--- src/rtl/tmrf_pkg.sv ---
// tmrf_pkg: shared types and constants for the terminated message ring fifo
// no dependencies
`timescale 1ns / 1ps
`default_nettype none

package tmrf_pkg;

	localparam int unsigned DEFAULT_DEPTH = 256;

	localparam logic MODE_APPEND   = 1'b0;
	localparam logic MODE_RETRIEVE = 1'b1;

	localparam logic [2:0] ST_TAKEN  = 3'd0;
	localparam logic [2:0] ST_COMMIT = 3'd1;
	localparam logic [2:0] ST_DROP   = 3'd2;
	localparam logic [2:0] ST_READ   = 3'd3;
	localparam logic [2:0] ST_EMPTY  = 3'd4;

	typedef struct packed {
		logic       mode;
		logic [7:0] in_byte;
	} in_t;

	typedef struct packed {
		logic [7:0] out_byte;
		logic       message_end;
		logic [2:0] status;
		logic       queue_empty;
	} out_t;

	typedef enum logic [1:0] {
		S_IDLE,
		S_RDWAIT,
		S_OUT
	} ctrl_state_t;

	// controller to datapath
	typedef struct packed {
		logic accept;
		logic capture;
	} dp_cmd_t;

	// datapath to controller
	typedef struct packed {
		logic rd_needed;
	} dp_status_t;

endpackage

`default_nettype wire

--- src/rtl/tmrf_ctrl.sv ---
// tmrf_ctrl: request sequencing state machine
// depends on tmrf_pkg
`timescale 1ns / 1ps
`default_nettype none

module tmrf_ctrl
	import tmrf_pkg::*;
(
	input  wire logic       clk,
	input  wire logic       arst_n,
	input  wire logic       in_valid,
	output logic            in_ready,
	output logic            out_valid,
	input  wire logic       out_ready,
	output dp_cmd_t         cmd,
	input  wire dp_status_t stat
);

	ctrl_state_t state_q, state_d;

	always_ff @(posedge clk or negedge arst_n) begin
		if (!arst_n) begin
			state_q <= S_IDLE;
		end else begin
			state_q <= state_d;
		end
	end

	always_comb begin
		state_d = state_q;
		case (state_q)
			S_IDLE: begin
				if (in_valid) begin
					state_d = stat.rd_needed ? S_RDWAIT : S_OUT;
				end
			end
			S_RDWAIT: begin
				state_d = S_OUT;
			end
			S_OUT: begin
				if (out_ready) begin
					state_d = S_IDLE;
				end
			end
			default: begin
				state_d = S_IDLE;
			end
		endcase
	end

	always_comb begin
		in_ready    = 1'b0;
		out_valid   = 1'b0;
		cmd.capture = 1'b0;
		case (state_q)
			S_IDLE: begin
				in_ready = 1'b1;
			end
			S_RDWAIT: begin
				cmd.capture = 1'b1;
			end
			S_OUT: begin
				out_valid = 1'b1;
			end
			default: begin
				in_ready = 1'b0;
			end
		endcase
		cmd.accept = in_valid && in_ready;
	end

endmodule

`default_nettype wire

--- src/rtl/tmrf_datapath.sv ---
// tmrf_datapath: byte ring memory, pointers and result register
// depends on tmrf_pkg
`timescale 1ns / 1ps
`default_nettype none

module tmrf_datapath
	import tmrf_pkg::*;
#(
	parameter int unsigned DEPTH = DEFAULT_DEPTH
) (
	input  wire logic       clk,
	input  wire logic       arst_n,
	input  wire in_t        in_data,
	input  wire dp_cmd_t    cmd,
	output dp_status_t      stat,
	output out_t            out_data
);

	localparam int unsigned AW = $clog2(DEPTH);
	localparam logic [AW-1:0] LAST = AW'(DEPTH - 1);

	logic [7:0]    mem [DEPTH];
	logic [7:0]    rd_data_q;
	logic [AW-1:0] rd_ptr_q, cwp_q, pwp_q;
	logic          ovf_q;
	out_t          out_q;

	logic [AW-1:0] pwp_next, rd_next;
	logic          is_empty, no_room, is_term, do_write;

	always_comb begin
		pwp_next = (pwp_q == LAST) ? '0 : pwp_q + 1'b1;
		rd_next  = (rd_ptr_q == LAST) ? '0 : rd_ptr_q + 1'b1;
		is_empty = (rd_ptr_q == cwp_q);
		no_room  = (pwp_next == rd_ptr_q);
		is_term  = (in_data.in_byte == 8'd0);
		do_write = cmd.accept && (in_data.mode == MODE_APPEND) && !ovf_q && !no_room;
		stat.rd_needed = (in_data.mode == MODE_RETRIEVE) && !is_empty;
	end

	always_ff @(posedge clk) begin
		if (do_write) begin
			mem[pwp_q] <= in_data.in_byte;
		end
		if (cmd.accept) begin
			rd_data_q <= mem[rd_ptr_q];
		end
	end

	always_ff @(posedge clk or negedge arst_n) begin
		if (!arst_n) begin
			rd_ptr_q <= '0;
			cwp_q    <= '0;
			pwp_q    <= '0;
			ovf_q    <= 1'b0;
		end else if (cmd.accept) begin
			if (in_data.mode == MODE_APPEND) begin
				if (ovf_q) begin
					if (is_term) begin
						ovf_q <= 1'b0;
					end
				end else if (no_room) begin
					pwp_q <= cwp_q;
					ovf_q <= !is_term;
				end else begin
					pwp_q <= pwp_next;
					if (is_term) begin
						cwp_q <= pwp_next;
					end
				end
			end else if (!is_empty) begin
				rd_ptr_q <= rd_next;
			end
		end
	end

	// result register, byte of a retrieve filled in during the cycle after the request is accepted
	always_ff @(posedge clk) begin
		if (cmd.accept) begin
			out_q.out_byte    <= 8'd0;
			out_q.message_end <= 1'b0;
			if (in_data.mode == MODE_APPEND) begin
				out_q.queue_empty <= (rd_ptr_q == ((do_write && is_term) ? pwp_next : cwp_q));
				if (ovf_q || no_room) begin
					out_q.status <= ST_DROP;
				end else if (is_term) begin
					out_q.status <= ST_COMMIT;
				end else begin
					out_q.status <= ST_TAKEN;
				end
			end else if (is_empty) begin
				out_q.status      <= ST_EMPTY;
				out_q.queue_empty <= 1'b1;
			end else begin
				out_q.status      <= ST_READ;
				out_q.queue_empty <= (rd_next == cwp_q);
			end
		end else if (cmd.capture) begin
			out_q.out_byte    <= rd_data_q;
			out_q.message_end <= (rd_data_q == 8'd0);
		end
	end

	assign out_data = out_q;

endmodule

`default_nettype wire

--- src/rtl/terminated_message_ring_fifo.sv ---
// terminated_message_ring_fifo: zero-terminated message ring buffer, drop on overflow
// result: append and empty-queue retrieve go from idle straight to the output state, a retrieve
// of a byte first passes through a read wait state (registered memory read)
// a new request is taken only after the previous result has been accepted at the output
// reset: pointers and drop flag clear asynchronously, ring memory content undefined
`timescale 1ns / 1ps
`default_nettype none

module terminated_message_ring_fifo
	import tmrf_pkg::*;
#(
	parameter int unsigned DEPTH = DEFAULT_DEPTH
) (
	input  wire logic clk,
	input  wire logic arst_n,
	input  wire logic in_valid,
	output logic      in_ready,
	input  wire in_t  in_data,
	output logic      out_valid,
	input  wire logic out_ready,
	output out_t      out_data
);

	dp_cmd_t    cmd;
	dp_status_t stat;

	tmrf_ctrl u_ctrl (
		.clk       (clk),
		.arst_n    (arst_n),
		.in_valid  (in_valid),
		.in_ready  (in_ready),
		.out_valid (out_valid),
		.out_ready (out_ready),
		.cmd       (cmd),
		.stat      (stat)
	);

	tmrf_datapath #(
		.DEPTH (DEPTH)
	) u_datapath (
		.clk      (clk),
		.arst_n   (arst_n),
		.in_data  (in_data),
		.cmd      (cmd),
		.stat     (stat),
		.out_data (out_data)
	);

endmodule

`default_nettype wire

--- config.mk ---
export PLATFORM = sky130hd
export DESIGN_NAME = terminated_message_ring_fifo
export DESIGN_NICKNAME = d
export VERILOG_FILES = /design/src/rtl/tmrf_pkg.sv /design/src/rtl/tmrf_ctrl.sv /design/src/rtl/tmrf_datapath.sv /design/src/rtl/terminated_message_ring_fifo.sv
export SDC_FILE = /design/constraint.sdc
export NUM_CORES = 2
export LEC_CHECK = 0
export BUFFER_PORTS_ARGS = -buffer_cell sky130_fd_sc_hd__buf_2
export CORE_MARGIN = 2
export CORE_UTILIZATION = 57
export DETAILED_ROUTE_END_ITERATION = 6
export PLACE_DENSITY_LB_ADDON = 0.12
export SLEW_MARGIN = 0
export SYNTH_ARGS = -nofsm -noshare
export SYNTH_HDL_FRONTEND = slang
export SYNTH_SLANG_ARGS = --single-unit
--- constraint.sdc ---
create_clock -name clk -period 3.3 [get_ports clk]
set_input_delay 0.495 -clock clk [delete_from_list [all_inputs] [get_ports clk]]
set_output_delay 0.495 -clock clk [all_outputs]
set_load 0.02 [all_outputs]
==> reports/metrics.cfg <==
[flow_run]
drv_cap = 0

[synthesis]
syn_avg_cell_area_um2 = 22.9
yosys-top-cells-area = edfxtp_1 76%, mux4_2 19%, nor2_1 1.3%
syn_area_um2 = 81600
yosysTopAreaCellShare_pct = 75.8
synth_top_flop_cell = edfxtp_1
synth_largest_area_cell = edfxtp_1
yosys-top-cells-count = 2060 x edfxtp_1, 671 x mux4_2, 278 x nor2_1, 110 x clkbuf_1, 82 x nand2_1
ys_types = 55
syn_inst = 3564
synth_nets = 3582
synth-edff-count = 2060
yosysWarnings = 0
seq_area_frac_synth_pct = 76.8
yosysMostFrequentCell = edfxtp_1
ys_seq_elements = 2096
async_reset_ff_share_pct = 1.29

[route]
antenna_left = 0
wl_per_cell_um = 32.4
first_pass_iters = 7
wirelength_mm = 196
via_per_inst = 6.46
vias = 39000
drt-initial-drc-count = 5076
drc = 3

[sta]
setup_slack_ns = -0.0727
period_minus_slack_ns = 3.37
rsz0062_at_grt = yes
setup_viol = 7
worst_slew_pin_slew_ns = 1.37
maxSlewHeadroom_pct = 8.14
hold_viol = 0
min_period_over_period_pct = 102
finalMaxSlewViolations = 0
max_freq_ghz = 0.296
fin_tns_setup_ns = -0.270
worst_clock_skew_ns = 0.0386

[hold_path]
hp-class = in2reg

[die]
die_w_um = 382
pin_count = 28
rows = 138
start_util_pct = 57.5
core_area_um2 = 142000
die_area_um2 = 146000
die_h_um = 382

[clock_tree]
clk_latency_ns = 0.83
h-tree-depth = 4
clock_path_buffers = 3
cts_buffers = 201
path_clk_slew_ns = 0.06
clock_sinks = 2096
tritoncts = built
root_buffer = clkbuf_16

[grt]
grt_max_degree = 215
grt_usage_pct = 27.0
overflow = 0
grt_pass1_wl_mm = 282
first_global_vias = 39800
antenna_found_initial = 7

[finish]
multi_input_area_um2 = 18900
fill_cells = 8754
fin_nets = 4002
fin_area_um2 = 95600
seq_area_um2 = 62700
drive_gt1_share_pct = 39.8
syn2layout_area_growth_pct = 17.1

[setup_path]
crit_arrival_ns = 3.93
critPathLaunchType = flip-flop
cp-end-kind = flip-flop
worstPathMaxFanout = 6
worstSetupPathType = reg2reg
cp.required_ns = 3.86

[place]
gp_congestion = 0.871
portBuffers = 27
pre_cts_slack_ns = -0.286
dp_hpwl_mm = 121
place_area_um2 = 86800

[status]
status = complete, but fails checks
violations = design-rule violations, negative setup slack

[power_and_ir_drop]
power_switching_mw = 20.2
vdd_drop_max_uv = 735
p_int_mw = 53.5
total_power_mw = 73.8
clkPwrFrac_pct = 31.1
p_leak_nw = 30.1
p_per_area_nw_per_um2 = 771
sequentialPowerShare_pct = 40.4
combPwrFrac_pct = 28.5
swShare_pct = 27.5

-- cells in the final DEF, fill, tap and decap left out, types with 25 or more instances in the layout --
master	Yosys	routed
buf_12	0	76
buf_4	5	267
buf_6	0	25
clkbuf_1	110	29
clkbuf_16	0	215
clkinv_1	0	51
clkinv_2	0	40
edfxtp_1	2060	2060
mux4_2	671	671
nand2_1	82	74
nor2_1	278	60
nor2_2	0	160
nor2_4	0	58
-- kinds of logic (layout without fill, tap and decap cells) --
kind of cell	count (synthesis)	in the layout	share of synthesized area, %
muxes	688	688	18.7
buffers and inverters	233	825	1.20
adders and majority gates	5	5	0.0766
xor gates and xnor gates	24	24	0.267
DFF	2096	2096	76.8
AOI/OAI and AO/OA	83	83	0.685
other	0	1	0
and+or+nand+nor	435	435	2.22
-- metrics by stage --
stage | std cells | utilization [%] | hold WS (ns)
after detailed placement | 5598 | 61.1 | 0.456
after floorplan | 3564 | - | 0.199
after global placement | 5598 | 61.1 | 0.453
final | 6047 | 67.4 | 0.258
after global routing | 6046 | 67.4 | 0.256
after CTS | 6007 | 66.5 | 0.196
-- flip-flops by register name, summed over array words and instances (netlist names) --
signal and cells:
u_ctrl.state_q 2, u_datapath.cwp_q 8, u_datapath.mem 2048, u_datapath.out_data 13, u_datapath.ovf_q 1, u_datapath.pwp_q 8
u_datapath.rd_data_q 8, u_datapath.rd_ptr_q 8
-- per-layer routing --
metal  wire length (um)  up-vias  GRT usage (%)
met1              76800    20900           39.4
met4               4510        2           6.81
met5                 13        -              0
met2              96800     1979           43.1
li1                   -    15900              -
met3              17500      278           4.87
-- worst max-delay path, stage by stage, from the launching register on --
cell	delay, ns
dfrtp_4	0.51
buf_6	0.15
buf_12	0.15
buf_12	0.14
buf_16	0.14
mux4_2	0.43
mux4_2	0.56
mux4_2	0.55
mux4_2	0.46
-- layout make-up --
class | count | area share [%]
clock inverter | 133 | 1.34
antenna | 1 | 0.00262
inverter | 16 | 0.0681
sequential | 2096 | 65.6
clock buffer | 242 | 5.61
multi-input combinational | 1235 | 19.8
tap | 1890 | 2.47
timing repair buffer | 434 | 5.14
-- what timing repair did --
| action | 4_1_cts | 5_1_grt |
|---|---|---|
| gates resized for setup | 148 | 202 |
| gates cloned | 8 | 10 |
| endpoints found under the setup margin | 936 | 1554 |
| pin swaps | 2 | 8 |
| hold endpoints to repair | 30 | 0 |
| hold buffers | 5 | 0 |
| buffers inserted | 21 | 32 |
-- final timing paths --
kind	from	to	slack, ns	cells after the start
setup / recovery	u_datapath.rd_ptr_q[0]$_DFFE_PN0P_	u_datapath.rd_data_q[7]$_DFFE_PP_	-0.07	8
hold / removal	in_valid	u_datapath.out_data[7]$_SDFFE_PP0P_	0.26	3
setup reg to reg	u_datapath.rd_ptr_q[0]$_DFFE_PN0P_	u_datapath.rd_data_q[7]$_DFFE_PP_	-0.07	8
hold reg to reg	u_datapath.out_data[7]$_SDFFE_PP0P_	u_datapath.out_data[7]$_SDFFE_PP0P_	0.48	1
max in group asynchronous	arst_n	u_datapath.rd_ptr_q[2]$_DFFE_PN0P_	2.37	2
min in group asynchronous	arst_n	u_ctrl.state_q[1]$_DFFE_PN0P_	0.28	2
-- power by group through the flow --
| stage | combinational, mW | clock (mW) | sequential, mW |
|---|---|---|---|
| finish | 21.0 | 23.0 | 29.8 |
| global route | 21.9 | 24.3 | 29.8 |
| CTS | 20.3 | 23.2 | 29.8 |
| detailed placement | 19.3 | 0 | 30.4 |
| global placement | 19.1 | 0 | 30.4 |
| floorplan | 11.9 | 0 | 30.1 |
Power figures use the tool's default switching activity.
